File: config.mk
export PLATFORM = sky130hd
export DESIGN_NAME = gated_peak_subsample_locator_core
export DESIGN_NICKNAME = d
export VERILOG_FILES = /design/src/design/gpsl_pkg.sv /design/src/design/gated_peak_subsample_locator_core.sv
export SDC_FILE = /design/constraint.sdc
export NUM_CORES = 1
export LEC_CHECK = 0
export BUFFER_PORTS_ARGS = -buffer_cell sky130_fd_sc_hd__buf_4
export CAP_MARGIN = 0
export CORE_MARGIN = 1
export CORE_UTILIZATION = 35
export DETAILED_ROUTE_END_ITERATION = 10
export PLACE_DENSITY_LB_ADDON = 0.15
export SYNTH_ARGS = -nofsm -noshare
export SYNTH_HDL_FRONTEND = slang
export SYNTH_SLANG_ARGS = --single-unit
File: constraint.sdc
create_clock -name i_clk -period 12.1 [get_ports i_clk]
set_clock_uncertainty 0.15 [all_clocks]
set_input_delay 1.21 -clock i_clk [delete_from_list [all_inputs] [get_ports i_clk]]
set_output_delay 1.21 -clock i_clk [all_outputs]
set_load 0.01 [all_outputs]
File: src/design/gpsl_pkg.sv
// ----------------------------------------------------------------------------
// gpsl_pkg
// Widths, register indexes and reset values for the gated peak locator.
// ----------------------------------------------------------------------------
package gpsl_pkg;

    localparam int SAMPLE_W  = 16;   // echo sample, two's complement
    localparam int INDEX_W   = 16;   // sample index within one buffer
    localparam int POS_W     = 24;   // Q16.8 position
    localparam int ERR_W     = 25;   // Q.8 error, two's complement
    localparam int HW_W      = 10;   // gate half width
    localparam int CNT_W     = 17;   // sample count register
    localparam int CFG_W     = 24;   // widest register
    localparam int CFG_IDX_W = 2;

    typedef logic signed [SAMPLE_W-1:0] t_sample;
    typedef logic        [INDEX_W-1:0]  t_index;

    localparam logic [CFG_IDX_W-1:0] CFG_EXPECTED_POS = 2'd0;
    localparam logic [CFG_IDX_W-1:0] CFG_GATE_HALF_W  = 2'd1;
    localparam logic [CFG_IDX_W-1:0] CFG_SAMPLE_COUNT = 2'd2;

    localparam logic [POS_W-1:0] RST_EXPECTED_POS = '0;
    localparam logic [HW_W-1:0]  RST_GATE_HALF_W  = 10'd50;
    localparam logic [CNT_W-1:0] RST_SAMPLE_COUNT = 17'd1024;

endpackage

File: src/design/gated_peak_subsample_locator_core.sv
// ----------------------------------------------------------------------------
// gated_peak_subsample_locator_core
// Gated echo peak search with parabolic sub-sample interpolation.
// ----------------------------------------------------------------------------
// Usage:
//   Input channel (i_valid / o_stall / i_sample) carries one echo buffer as
//   a stream of samples, indices 0 .. sample_count-1, then wraps. Each
//   request updates the gated max search.
//   When the sample just past the gate end is taken, one result is built:
//   a setup state, a 9-step restoring divider (one subtract per cycle,
//   fraction saturated to +-255/256) and a finish state. The input then
//   stalls until the finish state is left; the result then appears on
//   the output channel (o_valid / i_stall). A zero denominator skips the
//   divider. Non-result samples do not stall the input. The output register
//   holds a result until taken; a stalled result only delays the finish
//   cycle, the search state is kept meanwhile. Registers are written through
//   i_cfg_we / i_cfg_index / i_cfg_data while the block is idle; the user
//   must keep to this, the block does not enforce it. Reset (synchronous,
//   active low) restores register defaults, clears the search state and
//   restarts at sample index 0.
// ----------------------------------------------------------------------------
module gated_peak_subsample_locator_core (
    input  logic                                i_clk,
    input  logic                                i_rst_n,
    // sample requests
    input  logic                                i_valid,
    output logic                                o_stall,
    input  logic signed [gpsl_pkg::SAMPLE_W-1:0] i_sample,
    // result requests
    output logic                                o_valid,
    input  logic                                i_stall,
    output logic        [gpsl_pkg::POS_W-1:0]   o_peak_pos_q8,
    output logic signed [gpsl_pkg::ERR_W-1:0]   o_tof_error_q8,
    output logic                                o_flat_peak,
    output logic                                o_fraction_clipped,
    // configuration writes
    input  logic                                i_cfg_we,
    input  logic        [gpsl_pkg::CFG_IDX_W-1:0] i_cfg_index,
    input  logic        [gpsl_pkg::CFG_W-1:0]   i_cfg_data
);
    import gpsl_pkg::*;

    localparam int DIV_W   = 26;   // remainder / shifted divisor
    localparam int STEPS   = 9;    // quotient bits, top one flags overflow
    localparam int STEP_W  = 4;

    typedef enum logic [1:0] {S_IDLE, S_SETUP, S_DIV, S_FIN} t_state;

    t_state              r_state, n_state;
    logic [POS_W-1:0]    r_exp, n_exp;
    logic [HW_W-1:0]     r_hw, n_hw;
    logic [CNT_W-1:0]    r_cnt, n_cnt;

    t_index              r_idx, n_idx;
    t_sample             r_prev, n_prev;
    t_sample             r_best_val, n_best_val;
    t_index              r_best_idx, n_best_idx;
    t_sample             r_left, n_left;
    t_sample             r_centre, n_centre;
    t_sample             r_right, n_right;
    logic                r_sent, n_sent;

    logic [DIV_W-1:0]    r_rem, n_rem;
    logic [DIV_W-1:0]    r_dsh, n_dsh;
    logic [STEPS-1:0]    r_quo, n_quo;
    logic [STEP_W-1:0]   r_step, n_step;
    logic                r_neg, n_neg;
    logic                r_flat, n_flat;

    logic                r_out_valid, n_out_valid;
    logic [POS_W-1:0]    r_peak, n_peak;
    logic [ERR_W-1:0]    r_err, n_err;
    logic                r_oflat, n_oflat;
    logic                r_oclip, n_oclip;

    // gate and search terms
    logic [CNT_W-1:0]        cnt_eff, cnt_m1, cnt_m2, gate_start, gate_end, j_ext;
    logic [CNT_W+7:0]        exp_rnd;
    logic [CNT_W-1:0]        exp_idx;
    logic signed [CNT_W+1:0] gate_lo, gate_hi;
    logic                    accept;
    // setup / divide / finish terms
    logic signed [SAMPLE_W:0]   diff_lr;
    logic signed [SAMPLE_W+1:0] den;
    logic signed [ERR_W-1:0]    num, num_abs;
    logic signed [SAMPLE_W+1:0] den_abs;
    logic [DIV_W:0]             sub;
    logic [7:0]                 frac_mag;
    logic signed [8:0]          frac;
    logic signed [DIV_W-1:0]    peak_full, err_full;

    assign accept  = i_valid && (r_state == S_IDLE);
    assign o_stall = (r_state != S_IDLE);

    assign o_valid            = r_out_valid;
    assign o_peak_pos_q8      = r_peak;
    assign o_tof_error_q8     = r_err;
    assign o_flat_peak        = r_oflat;
    assign o_fraction_clipped = r_oclip;

    always_comb begin
        // effective buffer length, clamped to 3 .. 2^INDEX_W
        if (r_cnt < CNT_W'(3)) begin
            cnt_eff = CNT_W'(3);
        end else if (r_cnt > CNT_W'(1 << INDEX_W)) begin
            cnt_eff = CNT_W'(1 << INDEX_W);
        end else begin
            cnt_eff = r_cnt;
        end
        cnt_m1 = cnt_eff - CNT_W'(1);
        cnt_m2 = cnt_eff - CNT_W'(2);

        exp_rnd = {{CNT_W-16{1'b0}}, r_exp} + (CNT_W+8)'(128);
        exp_idx = exp_rnd[CNT_W+7:8];
        gate_lo = $signed({2'b00, exp_idx}) - $signed({{CNT_W+2-HW_W{1'b0}}, r_hw});
        gate_hi = $signed({2'b00, exp_idx}) + $signed({{CNT_W+2-HW_W{1'b0}}, r_hw});

        if (gate_lo < $signed((CNT_W+2)'(1))) begin
            gate_start = CNT_W'(1);
        end else begin
            gate_start = gate_lo[CNT_W-1:0];
        end
        if (gate_hi > $signed({2'b00, cnt_m2})) begin
            gate_end = cnt_m2;
        end else begin
            gate_end = gate_hi[CNT_W-1:0];
        end
        if (gate_start > gate_end) begin
            gate_start = gate_end;
        end
        j_ext = {1'b0, r_idx};

        // parabola terms from the captured neighbours
        diff_lr = $signed({r_left[SAMPLE_W-1], r_left}) - $signed({r_right[SAMPLE_W-1], r_right});
        num     = $signed({diff_lr, 8'h00});
        den     = $signed({{2{r_left[SAMPLE_W-1]}}, r_left})
                + $signed({{2{r_right[SAMPLE_W-1]}}, r_right})
                - $signed({r_centre[SAMPLE_W-1], r_centre, 1'b0});
        num_abs = num[ERR_W-1] ? -num : num;
        den_abs = den[SAMPLE_W+1] ? -den : den;

        sub = {1'b0, r_rem} - {1'b0, r_dsh};

        frac_mag  = r_quo[STEPS-1] ? 8'hFF : r_quo[7:0];
        frac      = r_neg ? -$signed({1'b0, frac_mag}) : $signed({1'b0, frac_mag});
        peak_full = $signed({2'b00, r_best_idx, 8'h00}) + DIV_W'(frac);
        err_full  = peak_full - $signed({2'b00, r_exp});

        // defaults
        n_state     = r_state;
        n_exp       = r_exp;
        n_hw        = r_hw;
        n_cnt       = r_cnt;
        n_idx       = r_idx;
        n_prev      = r_prev;
        n_best_val  = r_best_val;
        n_best_idx  = r_best_idx;
        n_left      = r_left;
        n_centre    = r_centre;
        n_right     = r_right;
        n_sent      = r_sent;
        n_rem       = r_rem;
        n_dsh       = r_dsh;
        n_quo       = r_quo;
        n_step      = r_step;
        n_neg       = r_neg;
        n_flat      = r_flat;
        n_out_valid = r_out_valid && i_stall;
        n_peak      = r_peak;
        n_err       = r_err;
        n_oflat     = r_oflat;
        n_oclip     = r_oclip;

        if (i_cfg_we) begin
            case (i_cfg_index)
                CFG_EXPECTED_POS: n_exp = i_cfg_data;
                CFG_GATE_HALF_W:  n_hw  = i_cfg_data[HW_W-1:0];
                CFG_SAMPLE_COUNT: n_cnt = i_cfg_data[CNT_W-1:0];
                default:          ;
            endcase
        end

        case (r_state)
            S_IDLE: begin
                if (accept) begin
                    if (r_idx == '0) begin
                        n_best_val = '0;
                        n_best_idx = '0;
                        n_left     = '0;
                        n_centre   = '0;
                        n_right    = '0;
                        n_sent     = 1'b0;
                    end
                    if (j_ext == {1'b0, n_best_idx} + CNT_W'(1)) begin
                        n_right = i_sample;
                    end
                    if (j_ext == gate_start) begin
                        n_best_idx = r_idx;
                        n_best_val = (i_sample > 0) ? i_sample : '0;
                        n_left     = r_prev;
                        n_centre   = i_sample;
                    end else if (j_ext > gate_start && j_ext <= gate_end
                                 && i_sample > n_best_val) begin
                        n_best_idx = r_idx;
                        n_best_val = i_sample;
                        n_left     = r_prev;
                        n_centre   = i_sample;
                    end
                    if (j_ext == gate_end + CNT_W'(1) && !n_sent) begin
                        n_sent  = 1'b1;
                        n_state = S_SETUP;
                    end
                    n_prev = i_sample;
                    n_idx  = (j_ext >= cnt_m1) ? '0 : INDEX_W'(j_ext + CNT_W'(1));
                end
            end
            S_SETUP: begin
                // quotient = (|num| + |den|) / (2|den|), halves away from zero
                n_rem  = DIV_W'($unsigned(num_abs)) + DIV_W'($unsigned(den_abs));
                n_dsh  = {den_abs[SAMPLE_W:0], 9'b0};
                n_quo  = '0;
                n_step = '0;
                n_neg  = num[ERR_W-1] ^ den[SAMPLE_W+1];
                n_flat = (den == '0);
                n_state = (den == '0) ? S_FIN : S_DIV;
            end
            S_DIV: begin
                if (!sub[DIV_W]) begin
                    n_rem = sub[DIV_W-1:0];
                end
                n_quo  = {r_quo[STEPS-2:0], ~sub[DIV_W]};
                n_dsh  = r_dsh >> 1;
                n_step = r_step + STEP_W'(1);
                if (r_step == STEP_W'(STEPS - 1)) begin
                    n_state = S_FIN;
                end
            end
            S_FIN: begin
                if (!r_out_valid || !i_stall) begin
                    n_out_valid = 1'b1;
                    n_peak      = peak_full[POS_W-1:0];
                    n_err       = err_full[ERR_W-1:0];
                    n_oflat     = r_flat;
                    n_oclip     = !r_flat && r_quo[STEPS-1];
                    n_state     = S_IDLE;
                end
            end
            default: n_state = S_IDLE;
        endcase
    end

    always_ff @(posedge i_clk) begin
        if (!i_rst_n) begin
            r_state     <= S_IDLE;
            r_exp       <= RST_EXPECTED_POS;
            r_hw        <= RST_GATE_HALF_W;
            r_cnt       <= RST_SAMPLE_COUNT;
            r_idx       <= '0;
            r_prev      <= '0;
            r_best_val  <= '0;
            r_best_idx  <= '0;
            r_left      <= '0;
            r_centre    <= '0;
            r_right     <= '0;
            r_sent      <= 1'b0;
            r_out_valid <= 1'b0;
        end else begin
            r_state     <= n_state;
            r_exp       <= n_exp;
            r_hw        <= n_hw;
            r_cnt       <= n_cnt;
            r_idx       <= n_idx;
            r_prev      <= n_prev;
            r_best_val  <= n_best_val;
            r_best_idx  <= n_best_idx;
            r_left      <= n_left;
            r_centre    <= n_centre;
            r_right     <= n_right;
            r_sent      <= n_sent;
            r_out_valid <= n_out_valid;
        end
        r_rem   <= n_rem;
        r_dsh   <= n_dsh;
        r_quo   <= n_quo;
        r_step  <= n_step;
        r_neg   <= n_neg;
        r_flat  <= n_flat;
        r_peak  <= n_peak;
        r_err   <= n_err;
        r_oflat <= n_oflat;
        r_oclip <= n_oclip;
    end

endmodule
==> results by group <==
Global route
  • Pin count of the biggest net entering global routing: 118
  • Number of global-route vias before repair: 20120
  • Total track usage: 21.28%
  • First-pass GRT wire length: 114.9 mm
  • Grt ovf: 0
  • Initial antenna violation count: 0

Layout
  • Area grow syn2layout: 12.03%
  • Final core utilization: 39.93%
  • Ant. Diodes: 0
  • Layout cells sized above 1: 7.922%
  • Finished Cell Area: 26440 um2
  • Layout Nets: 3226

Worst setup path
  • Worst path most repeated cell: o21a_1
  • Crit-path max cell delay: 0.93 ns
  • CP Launch Type: flip-flop
  • Type of the worst setup path: flip-flop to flip-flop
  • WP data required: 12.45 ns
  • Worst Path Max Fanout: 30
  • Worst EP arrival: 11.06 ns
  • CP endpoint kind: flip-flop
  • Slowest CP cell: o21ai_1

Placed design
  • # port buffers: 99
  • Routability Congestion: 0.9188
  • Placement Setup Slack: 1.605 ns
  • Placed cell area: 25180 um2
  • Post-DP HPWL: 56.25 mm

Timing
  • Final-report hold violation count: 0
  • Tightest Pin Transition: 1.214 ns
  • Final setup vio count: 0
  • Setup TNS: 0 ns
  • Max-slew violations: 0
  • Final worst slack: 1.391 ns
  • Unrepaired setup endpoints after global routing: false
  • Final Critical Period: 10.71 ns
  • Final Cycle Share: 88.51%
  • Highest clock rate: 93.38 MHz
  • Max-slew headroom: 18.54%

Run status
  • Status: complete, but fails checks
  • Failing checks: DRC

CTS
  • # clock sinks: 285
  • # hold bufs at CTS: 0
  • Clk root buf: clkbuf_16
  • Bufs on Longest Clock Path: 3
  • Postcts setup bufs: 0
  • Clk slew on worst S/H paths: 0.06 ns
  • H-tree levels: 2
  • CTS buffer count: 37
  • Clock Latency Late Sink: 0.57 ns
  • CTS tree: done
  • Post-cts resize count: 0

Synthesis
  • Top post-synthesis cells by area: edfxtp_1 (15%), dfxtp_1 (14%), ha_1 (13%)
  • Ys async rst share: 0%
  • Synth warn: 0
  • Area share of the largest cell type after synthesis: 15.01%
  • Synth Instances: 2871
  • Mapped Nets: 3185
  • Sequential-to-total area share from yosys stat: 29.18%
  • Synthesized area per cell: 8.221 um2
  • Synth area leader: edfxtp_1
  • Top FF cell, synth: dfxtp_1
  • Post-synth EDFFs: 118
  • Synth Register Bits: 285
  • Synth unique cells: 93
  • Post-synthesis cell area: 23600 um2

Worst hold path
  • Hold Crit Class: flip-flop to flip-flop

Detailed routing
  • Vias: 20930
  • Per-cell routed wire length: 19.25 um
  • Post-route ant nets: 0
  • Vias/cell: 5.501
  • Routed wire length: 73.23 mm
  • DRC viols: 1
  • Initial drt markers: 1598
  • DRT Pass-1 Iters: 8

Die
  • Top Ports: 100
  • # rows: 94
  • Vert. Die Dim: 261.7 um
  • Core area: 66220 um2
  • DIE AREA: 68470 um2
  • Die width: 261.7 um
  • Initial core utilization: 35.64%

Pwr
  • Power Density: 135.2 nW/um2
  • Leakage power: 0.01051 uW
  • Maximum vdd ir drop: 0.09248 mV

Job
  • Max_cap viols: 0
-- metrics by stage --
| step | hold slack, ns | instances | total power (uW) |
|---|---|---|---|
| 2_1_floorplan | 0.2775 | 2871 | 2079 |
| 3_3_place_gp | 0.3033 | 3737 | 2407 |
| 3_5_place_dp | 0.3100 | 3737 | 2430 |
| 4_1_cts | 0.3180 | 3805 | 3594 |
| 5_1_grt | 0.3335 | 3805 | 3799 |
| 6_report | 0.3176 | 3805 | 3575 |
-- sequential cells by signal, summed over array words and instances, names as in the netlist, 2 cells and up --
signal / flops
o_peak_pos_q8: 24
r_right: 16
r_step: 4
r_exp: 24
r_best_val: 16
r_rem: 26
r_quo: 9
r_best_idx: 16
r_hw: 10
r_idx: 16
r_state: 2
r_cnt: 17
r_left: 16
r_prev: 16
r_dsh: 26
r_centre: 16
o_tof_error_q8: 25
-- layout by cell type, fill, tap and decap left out, drive strengths merged, types with 23 or more instances in the layout --
master / netlist / layout
nand2: 293 / 293
ha: 244 / 244
inv: 229 / 232
nor2: 213 / 213
o21ai: 171 / 171
a21oi: 168 / 168
dfxtp: 167 / 167
xnor2: 150 / 150
a21boi: 128 / 128
buf: 10 / 124
edfxtp: 118 / 118
nand3: 115 / 115
xor2: 65 / 65
nor3: 56 / 56
nor2b: 49 / 49
clkbuf: 112 / 47
nand4: 43 / 43
o21a: 39 / 39
nand2b: 34 / 34
a21o: 33 / 33
nor4: 30 / 30
or3: 28 / 28
a211oi: 25 / 25
and2: 25 / 25
a22oi: 24 / 24
fa: 23 / 23
-- synthesized netlist by cell type (28+ instances only) --
master and number:
or3_1 28, nor3_1 55, a21boi_0 126, inv_1 228, a21o_1 33, o21a_1 39, nand2_1 293, nor2b_1 49
nor2_1 212, xor2_1 65, nand4_1 42, nand2b_1 34, a21oi_1 167, nand3_1 115, edfxtp_1 118, dfxtp_1 167
ha_1 244, clkbuf_1 112, nor4_1 28, o21ai_0 165, xnor2_1 150
-- per-layer routing --
| layer | track usage (%) | routed length (um) | up-vias |
|---|---|---|---|
| met3 | 2.440 | 3254 | 79 |
| met2 | 33.58 | 32320 | 459 |
| met5 | 0 | 0 | - |
| li1 | - | - | 10330 |
| met4 | 4.926 | 1217 | 0 |
| met1 | 30.83 | 36440 | 10070 |
-- cell families (layout without fill, tap and decap cells) --
| logic type | Yosys count | count (layout) | synth area share [%] |
|---|---|---|---|
| simple gates | 967 | 967 | 19.91 |
| compound gates | 765 | 765 | 21.50 |
| buf+inv | 351 | 421 | 5.635 |
| flops | 285 | 285 | 29.18 |
| fa+ha+maj | 267 | 267 | 14.89 |
| xor+xnor | 215 | 215 | 7.979 |
| mux | 20 | 20 | 0.8959 |
| other cells | 1 | 1 | 0.01589 |
-- final timing paths --
check,start,endpoint,slack [ns],depth (start not counted)
setup / recovery,r_exp[7],r_best_val[5],1.39,46
setup reg to reg,r_exp[7],r_best_val[5],1.39,46
hold / removal,r_prev[1],r_prev[1],0.32,2
hold reg to reg,r_prev[1],r_prev[1],0.32,2
-- power by group --
part           switching, uW  internal, uW  total, uW  leakage, uW
Combinational            809           520       1330      0.00754
Clock                    467           683       1150     0.000600
Sequential              20.4          1080       1100      0.00237
Total                   1300          2280       3570       0.0105
-- cell type report --
cell class                 instances  area, um2
timing repair buffer             124      930.9
inverter                         229      859.6
tap                              864       1081
sequential                       285       6887
clock inverter                    21      254.0
multi-input combinational       2235      15420
fill                            6628      39780
clock buffer                      47       1005
-- critical path: cells and delay by family (launching register included) --
family / cells / cell delay [ns]
fa+ha+maj: 5 / 1.64
buf+inv: 3 / 0.47
flops: 1 / 0.40
simple gates: 13 / 2.56
xor+xnor: 2 / 0.61
compound gates: 22 / 4.63
mux: 1 / 0.16
Note: power is estimated with default switching activity, not from simulation.
